--- src/rtl/sle_pkg.sv ---
`timescale 1ns / 1ps
// ----------------------------------------------------------------------------
// sle_pkg: shared types of the sorted list engine
// Command and status codes, and the token that walks the cell chain.
// ----------------------------------------------------------------------------
package sle_pkg;

    localparam int VALUE_W = 32;
    localparam int COUNT_OUT_W = 5;

    typedef enum logic [1:0] {
        MODE_INSERT = 2'd0,
        MODE_SEARCH = 2'd1,
        MODE_DELETE = 2'd2,
        MODE_POP    = 2'd3
    } t_mode;

    typedef enum logic [1:0] {
        ST_DONE      = 2'd0,
        ST_NOT_FOUND = 2'd1,
        ST_EMPTY     = 2'd2,
        ST_FULL      = 2'd3
    } t_status;

    // One command travelling down the chain, one cell per cycle.
    // flag: insert = still carrying a value, search = hit seen,
    //       delete/pop = shifting left from here on.
    typedef struct packed {
        logic                      vld;
        t_mode                     mode;
        logic                      nop;
        logic                      flag;
        logic signed [VALUE_W-1:0] carry;
    } t_token;

    typedef struct packed {
        t_status                   status;
        logic signed [VALUE_W-1:0] popped;
        logic [COUNT_OUT_W-1:0]    count;
    } t_result;

endpackage

--- src/rtl/sle_cell.sv ---
`timescale 1ns / 1ps
// ----------------------------------------------------------------------------
// sle_cell: one slot of the sorted list
// Holds one entry, applies the passing command to it and forwards the token.
// ----------------------------------------------------------------------------
module sle_cell
    import sle_pkg::*;
#(
    parameter int IDX = 0,
    parameter int CW  = 5
) (
    input  logic                      i_clk,
    input  logic                      i_rst_n,
    input  t_token                    i_tok,
    input  logic [CW-1:0]             i_count,
    input  logic signed [VALUE_W-1:0] i_next_value,
    output t_token                    o_tok,
    output logic signed [VALUE_W-1:0] o_value
);

    logic signed [VALUE_W-1:0] r_value;
    logic signed [VALUE_W-1:0] n_value;
    t_token                    r_tok;
    t_token                    n_tok;
    logic                      live;

    assign live = CW'(IDX) < i_count;

    always_comb begin
        n_value = r_value;
        n_tok   = i_tok;
        if (i_tok.vld && !i_tok.nop) begin
            case (i_tok.mode)
                MODE_INSERT: begin
                    // swap the carried value in; the old entry moves on
                    if (i_tok.flag && (!live || (i_tok.carry < r_value))) begin
                        n_value     = i_tok.carry;
                        n_tok.carry = r_value;
                        n_tok.flag  = live;
                    end
                end
                MODE_SEARCH: begin
                    if (live && (r_value == i_tok.carry)) begin
                        n_tok.flag = 1'b1;
                    end
                end
                MODE_DELETE: begin
                    if (i_tok.flag || (live && (r_value == i_tok.carry))) begin
                        n_value    = i_next_value;
                        n_tok.flag = 1'b1;
                    end
                end
                MODE_POP: begin
                    if (i_tok.flag) begin
                        n_value = i_next_value;
                        if (IDX == 0) begin
                            n_tok.carry = r_value;
                        end
                    end
                end
                default: begin
                    n_value = r_value;
                end
            endcase
        end
    end

    always_ff @(posedge i_clk) begin
        r_value <= n_value;
        if (!i_rst_n) begin
            r_tok <= '0;
        end else begin
            r_tok <= n_tok;
        end
    end

    assign o_tok   = r_tok;
    assign o_value = r_value;

endmodule

--- src/rtl/sorted_list_engine.sv ---
`timescale 1ns / 1ps
// ----------------------------------------------------------------------------
// sorted_list_engine: bounded sorted multiset with insert/search/delete/pop
// Ascending list of signed 32-bit values kept in a chain of cells.
// ----------------------------------------------------------------------------
// Each command is registered, then walks the chain of CAPACITY cells one cell
// per cycle, each cell updating its own entry as the token passes; the result
// then lands in the output register. One command is in the chain at a time.
// A new command is taken as soon as the previous result has reached the
// output register, even if that result has not yet been taken. No clearing
// pass is needed after reset.
module sorted_list_engine
    import sle_pkg::*;
#(
    parameter int CAPACITY = 16
) (
    input  logic                      i_clk,
    input  logic                      i_rst_n,
    input  logic                      i_in_valid,
    output logic                      o_in_ready,
    input  logic [1:0]                i_mode,
    input  logic signed [VALUE_W-1:0] i_value,
    output logic                      o_out_valid,
    input  logic                      i_out_ready,
    output logic [1:0]                o_status,
    output logic signed [VALUE_W-1:0] o_popped_value,
    output logic [COUNT_OUT_W-1:0]    o_entry_count
);

    localparam int CW = $clog2(CAPACITY + 1);

    typedef enum logic [2:0] {
        S_IDLE = 3'b001,
        S_RUN  = 3'b010,
        S_WAIT = 3'b100
    } t_state;

    t_state                    r_state, n_state;
    logic [CW-1:0]             r_count, n_count;
    t_token                    r_tok0, n_tok0;
    t_result                   r_pend, n_pend;
    t_result                   r_out, n_out;
    logic                      r_out_valid, n_out_valid;
    t_result                   fin;
    t_token                    tok [0:CAPACITY];
    logic signed [VALUE_W-1:0] val [0:CAPACITY-1];
    logic                      accept;
    logic                      out_free;
    t_mode                     in_mode;

    assign tok[0] = r_tok0;

    for (genvar g = 0; g < CAPACITY; g++) begin : g_cell
        logic signed [VALUE_W-1:0] next_value;
        if (g == CAPACITY - 1) begin : g_last
            assign next_value = val[g];
        end else begin : g_mid
            assign next_value = val[g+1];
        end
        sle_cell #(
            .IDX (g),
            .CW  (CW)
        ) u_cell (
            .i_clk        (i_clk),
            .i_rst_n      (i_rst_n),
            .i_tok        (tok[g]),
            .i_count      (r_count),
            .i_next_value (next_value),
            .o_tok        (tok[g+1]),
            .o_value      (val[g])
        );
    end

    assign in_mode  = t_mode'(i_mode);
    assign accept   = i_in_valid && o_in_ready;
    assign out_free = !r_out_valid || i_out_ready;

    // Result and new count from the token leaving the last cell.
    always_comb begin
        n_count    = r_count;
        fin.status = ST_DONE;
        fin.popped = '0;
        case (tok[CAPACITY].mode)
            MODE_INSERT: begin
                if (tok[CAPACITY].nop) begin
                    fin.status = ST_FULL;
                end else begin
                    n_count = r_count + CW'(1);
                end
            end
            MODE_SEARCH: begin
                fin.status = tok[CAPACITY].flag ? ST_DONE : ST_NOT_FOUND;
            end
            MODE_DELETE: begin
                if (tok[CAPACITY].flag) begin
                    n_count = r_count - CW'(1);
                end else begin
                    fin.status = ST_NOT_FOUND;
                end
            end
            MODE_POP: begin
                if (tok[CAPACITY].nop) begin
                    fin.status = ST_EMPTY;
                end else begin
                    fin.popped = tok[CAPACITY].carry;
                    n_count    = r_count - CW'(1);
                end
            end
            default: begin
                fin.status = ST_DONE;
            end
        endcase
        if (!tok[CAPACITY].vld) begin
            n_count = r_count;
        end
        fin.count = COUNT_OUT_W'(n_count);
    end

    always_comb begin
        n_state     = r_state;
        n_tok0      = r_tok0;
        n_tok0.vld  = 1'b0;
        n_pend      = r_pend;
        n_out       = r_out;
        n_out_valid = r_out_valid && !i_out_ready;
        case (r_state)
            S_IDLE: begin
                if (accept) begin
                    n_tok0.vld   = 1'b1;
                    n_tok0.mode  = in_mode;
                    n_tok0.carry = i_value;
                    n_tok0.nop   = ((in_mode == MODE_INSERT) && (r_count == CW'(CAPACITY)))
                                || ((in_mode == MODE_POP) && (r_count == '0));
                    n_tok0.flag  = (in_mode == MODE_INSERT) || (in_mode == MODE_POP);
                    n_state      = S_RUN;
                end
            end
            S_RUN: begin
                if (tok[CAPACITY].vld) begin
                    if (out_free) begin
                        n_out       = fin;
                        n_out_valid = 1'b1;
                        n_state     = S_IDLE;
                    end else begin
                        // hold the result until the output register drains
                        n_pend  = fin;
                        n_state = S_WAIT;
                    end
                end
            end
            S_WAIT: begin
                if (out_free) begin
                    n_out       = r_pend;
                    n_out_valid = 1'b1;
                    n_state     = S_IDLE;
                end
            end
            default: begin
                n_state = S_IDLE;
            end
        endcase
    end

    always_ff @(posedge i_clk) begin
        r_pend <= n_pend;
        r_out  <= n_out;
        if (!i_rst_n) begin
            r_state     <= S_IDLE;
            r_count     <= '0;
            r_tok0      <= '0;
            r_out_valid <= 1'b0;
        end else begin
            r_state     <= n_state;
            r_count     <= n_count;
            r_tok0      <= n_tok0;
            r_out_valid <= n_out_valid;
        end
    end

    assign o_in_ready     = (r_state == S_IDLE);
    assign o_out_valid    = r_out_valid;
    assign o_status       = r_out.status;
    assign o_popped_value = r_out.popped;
    assign o_entry_count  = r_out.count;

endmodule

--- config.mk ---
export PLATFORM = sky130hd
export DESIGN_NAME = sorted_list_engine
export DESIGN_NICKNAME = d
export VERILOG_FILES = /design/src/rtl/sle_pkg.sv /design/src/rtl/sle_cell.sv /design/src/rtl/sorted_list_engine.sv
export SDC_FILE = /design/constraint.sdc
export NUM_CORES = 2
export LEC_CHECK = 0
export BUFFER_PORTS_ARGS = -buffer_cell sky130_fd_sc_hd__clkbuf_2
export CAP_MARGIN = 20
export CELL_PAD_IN_SITES_DETAIL_PLACEMENT = 0
export CELL_PAD_IN_SITES_GLOBAL_PLACEMENT = 1
export CORE_MARGIN = 5
export CORE_UTILIZATION = 54
export DETAILED_ROUTE_END_ITERATION = 10
export PLACE_DENSITY = 0.95
export SKIP_LAST_GASP = 1
export SYNTH_ARGS = -nofsm -noshare
export SYNTH_HDL_FRONTEND = slang
export SYNTH_SLANG_ARGS = --single-unit
--- constraint.sdc ---
create_clock -name i_clk -period 17.6 [get_ports i_clk]
set_input_delay 1.76 -clock i_clk [delete_from_list [all_inputs] [get_ports i_clk]]
set_output_delay 1.76 -clock i_clk [all_outputs]
set_load 0.02 [all_outputs]
==> qor.csv <==
stage;metric;value;unit
worst_setup_path;cpMaxStageDelayCell;and4b_1;
route;avgViaCountPerCell;5.72;
layout;antenna_cells;0;
route;finalWirelength;154000;um
sta;max_clock_freq;222;MHz
sta;fin_crit_sh;0.256;
worst_setup_path;cpPeakStageDelay;960;ps
route;drtPass1Iterations;6;
clock_network;cts-htree-levels;4;
place;place_congestion;0.864;
sta;setup_viol;0;
sta;finalMaxSlewViolations;0;
clock_network;cts_hold_buf;0;
global_routing;grt.total_usage;0.246;
min_path;hold_end;g_cell[9].u_cell.o_tok[33]$_SDFF_PN0_;
place;dp_hpwl;110000;um
clock_network;tritoncts;done;
global_routing;antenna_found_initial;1;
clock_network;clk_pin_slew;60;ps
clock_network;cts_buffers;131;
route;drtIter0Drc;4443;
worst_setup_path;r2r_end;g_cell[0].u_cell.o_value[27]$_DFFE_PP_;
clock_network;cts_resized;0;
floorplanning;die_y;351;um
clock_network;cts_buffer_depth;3;
worst_setup_path;crit-reg2reg-launch;r_count[4]$_SDFF_PN0_;
worst_setup_path;path_max_fanout;37;
synth;synth-edff-count;590;
worst_setup_path;cp-start-kind;flip-flop;
sta;tns;0;ps
synth;yosysSeqAreaShare;0.486;
synth;synth_cell_types;79;
floorplanning;ios;79;
global_routing;grt_pass1_wl;246000;um
layout;drive_gt1_frac;0.0715;
power;irDropWorstVdd;0.0902;mV
synth;ys_seq_elements;1228;
global_routing;grt_overflow;0;
synth;avgSynthCellArea;9.35;um2
floorplanning;dieArea;123000;um2
worst_setup_path;r2r_slack;13090;ps
sta;fin_worst_skew;16.2;ps
synth;netlist_area;62700;um2
worst_setup_path;cp.arrival;4870;ps
synth;synthFlopType;dfxtp_1;
route;ant_nets;0;
worst_setup_path;required;17960;ps
clock_network;clkLatencyLatePin;730;ps
outcome;status;finished clean;
worst_setup_path;reg2reg_depth;9;
route;vias;47321;
floorplanning;initial_utilization;0.542;
min_path;hold_start;g_cell[8].u_cell.o_tok[33]$_SDFF_PN0_;
route;post-route-drc-count;0;
sta;slew_headroom;0.156;
clock_network;clock_tree.root_cell;clkbuf_16;
synth;async_flop_share;0;
global_routing;grt_max_degree;248;
min_path;holdPathStages;1;
place;port_buffers;78;
sta;layout_min_cycle_time;4510;ps
layout;area_growth;10.3;%
layout;nets;7267;
place;pre_cts_ws;12440;ps
clock_network;postCtsSetupRepairBufs;0;
min_path;hold_path.class;flip-flop to flip-flop;
worst_setup_path;cp-end-kind;flip-flop;
synth;syn_inst;6711;
sta;worst_pin_slew;1250;ps
synth;yosysWarnings;0;
floorplanning;core_area;116000;um2
layout;fillers;9695;
sta;rsz0062_at_grt;no;
worst_setup_path;worst-setup-path-type;flip-flop to flip-flop;
synth;syn_nets;7332;
floorplanning;die_w;351;um
power;power_leakage;27.2;nW
power;p_per_area;87.5;nW/um2
worst_setup_path;crit_chain;inv_1, nand2_1, nor2_1, a211oi_1, and4b_1, buf_4, nor2_1, a2111oi_2, buf_4;
floorplanning;rows;125;
global_routing;grt_pass1_vias;46133;
clock_network;cts.sinks;1228;
job;maxCapViolCount;0;
sta;setup_slack;13090;ps
route;wire_per_inst;18.6;um
sta;hold_viol_final;0;
-- layout by cell type (no fill, tap or decap), types with 9 or more instances in the layout --
cell / synthesis / routed
a211o_1: 36 / 36
inv_1: 600 / 600
nor2b_1: 72 / 71
nand2b_1: 27 / 27
nand3_1: 364 / 360
or4b_2: 9 / 9
a21boi_0: 49 / 49
and2_1: 116 / 116
o22ai_1: 11 / 11
clkbuf_2: 3 / 77
nor2_4: 0 / 16
buf_4: 3 / 39
nor3_1: 27 / 25
a21o_1: 74 / 74
clkinv_1: 0 / 9
o31ai_1: 18 / 18
dfxtp_1: 638 / 638
nand2_1: 1328 / 1328
and4_1: 48 / 48
clkbuf_1: 295 / 44
nand4_1: 87 / 87
nor2_1: 137 / 121
clkbuf_16: 0 / 137
a211oi_1: 17 / 16
o21ai_0: 834 / 834
a221oi_1: 19 / 12
nor4_1: 17 / 16
o21a_1: 39 / 39
edfxtp_1: 590 / 590
o211ai_1: 17 / 17
clkbuf_8: 0 / 14
clkinv_2: 0 / 16
mux2i_1: 196 / 196
buf_12: 0 / 18
ha_1: 583 / 581
a21oi_1: 205 / 205
mux2_2: 87 / 87
-- through the flow --
step / std cells / util / cell area (um2) / hold WS (ps) / power [mW]
floorplan: 6711 / - / 62700 / 420 / 3.27
global placement: 8016 / 0.557 / 64500 / 435 / 3.34
detailed placement: 8020 / 0.558 / 64500 / 439 / 3.35
CTS: 8262 / 0.595 / 68800 / 453 / 6.08
global route: 8279 / 0.598 / 69200 / 475 / 6.24
finish: 8279 / 0.598 / 69200 / 447 / 6.05
-- worst max path at each step --
| stage | start | endpoint | cells past startpoint | slack, ps |
|---|---|---|---|---|
| detailed placement | i_rst_n | g_cell[7].u_cell.o_tok[6]$_SDFF_PN0_ | 6 | 12440 |
| CTS | g_cell[15].u_cell.o_value[31]$_DFFE_PP_ | g_cell[15].u_cell.o_tok[26]$_SDFF_PN0_ | 10 | 13050 |
| global placement | i_rst_n | g_cell[7].u_cell.o_tok[16]$_SDFF_PN0_ | 6 | 12550 |
| global route | r_count[4]$_SDFF_PN0_ | g_cell[0].u_cell.o_value[13]$_DFFE_PP_ | 9 | 12780 |
| floorplan | g_cell[0].u_cell.o_value[17]$_DFFE_PP_ | g_cell[0].u_cell.o_value[0]$_DFFE_PP_ | 11 | 9910 |
| finish | r_count[4]$_SDFF_PN0_ | g_cell[0].u_cell.o_value[27]$_DFFE_PP_ | 9 | 13090 |
-- layer usage --
layer	part of all wire	routed length [um]	track usage
met1	0.44	68000	0.334
met2	0.48	74400	0.416
met3	0.055	8420	0.0377
met4	0.020	3120	0.0587
met5	0.000084	13	0
-- cell usage after synthesis, types with 9 or more instances --
cell / count / share of area
nand2_1: 1328 / 0.079
o21ai_0: 834 / 0.067
dfxtp_1: 638 / 0.20
inv_1: 600 / 0.036
edfxtp_1: 590 / 0.28
ha_1: 583 / 0.12
nand3_1: 364 / 0.029
clkbuf_1: 295 / 0.018
a21oi_1: 205 / 0.016
mux2i_1: 196 / 0.031
nor2_1: 137 / 0.0082
and2_1: 116 / 0.012
mux2_2: 87 / 0.016
nand4_1: 87 / 0.0087
a21o_1: 74 / 0.0089
nor2b_1: 72 / 0.0072
a21boi_0: 49 / 0.0059
and4_1: 48 / 0.0067
o21a_1: 39 / 0.0047
a211o_1: 36 / 0.0050
nand2b_1: 27 / 0.0027
nor3_1: 27 / 0.0022
a221oi_1: 19 / 0.0027
buf_1: 18 / 0.0011
o31ai_1: 18 / 0.0022
a211oi_1: 17 / 0.0020
nor4_1: 17 / 0.0017
o211ai_1: 17 / 0.0020
buf_2: 16 / 0.0013
a31oi_1: 11 / 0.0011
o22ai_1: 11 / 0.0011
or4b_2: 9 / 0.0014
-- cell families (layout without fill, tap and decap cells) --
| family | count (synthesis) | in the layout | synth area share |
|---|---|---|---|
| simple gates | 2268 | 2268 | 0.163 |
| compound gates | 1407 | 1407 | 0.130 |
| flops | 1228 | 1228 | 0.486 |
| buf+inv | 938 | 982 | 0.0571 |
| fa+ha+maj | 583 | 583 | 0.116 |
| mux | 283 | 283 | 0.0469 |
| xor+xnor | 4 | 4 | 0.000558 |
-- power by group --
part           internal [mW]  total, mW  switching (mW)
Clock                   1.60       2.76            1.16
Sequential              3.01       3.05          0.0388
Combinational         0.0889      0.243           0.155
Total                   4.70       6.05            1.35
-- cell type report --
| class | count | area, um2 | share of cell area |
|---|---|---|---|
| Clock buffer | 195 | 3790 | 0.0547 |
| Timing Repair Buffer | 140 | 1180 | 0.0170 |
| Tap cell | 1524 | 1910 | 0.0276 |
| Inverter | 600 | 2250 | 0.0326 |
| Sequential cell | 1228 | 30500 | 0.441 |
| Multi-Input combinational cell | 4545 | 29100 | 0.420 |
| Clock inverter | 47 | 482 | 0.00696 |
-- critical path: cells and delay by family (launching register included) --
family,cells,cell delay (ps)
buffers and inverters,3,1340
AO/OA/AOI/OAI,2,290
flip-flops,1,490
AND/OR/NAND/NOR,4,1970
-- sequential cells by signal, summed over array words and instances, names as in the netlist --
name and count:
g_cell.u_cell.o_tok 592, g_cell.u_cell.o_value 512, o_entry_count 5, o_out_valid 1, o_popped_value 32, o_status 2
r_count 5, r_pend 39, r_state 3, r_tok0 37
(Power assumes the default switching activity.)
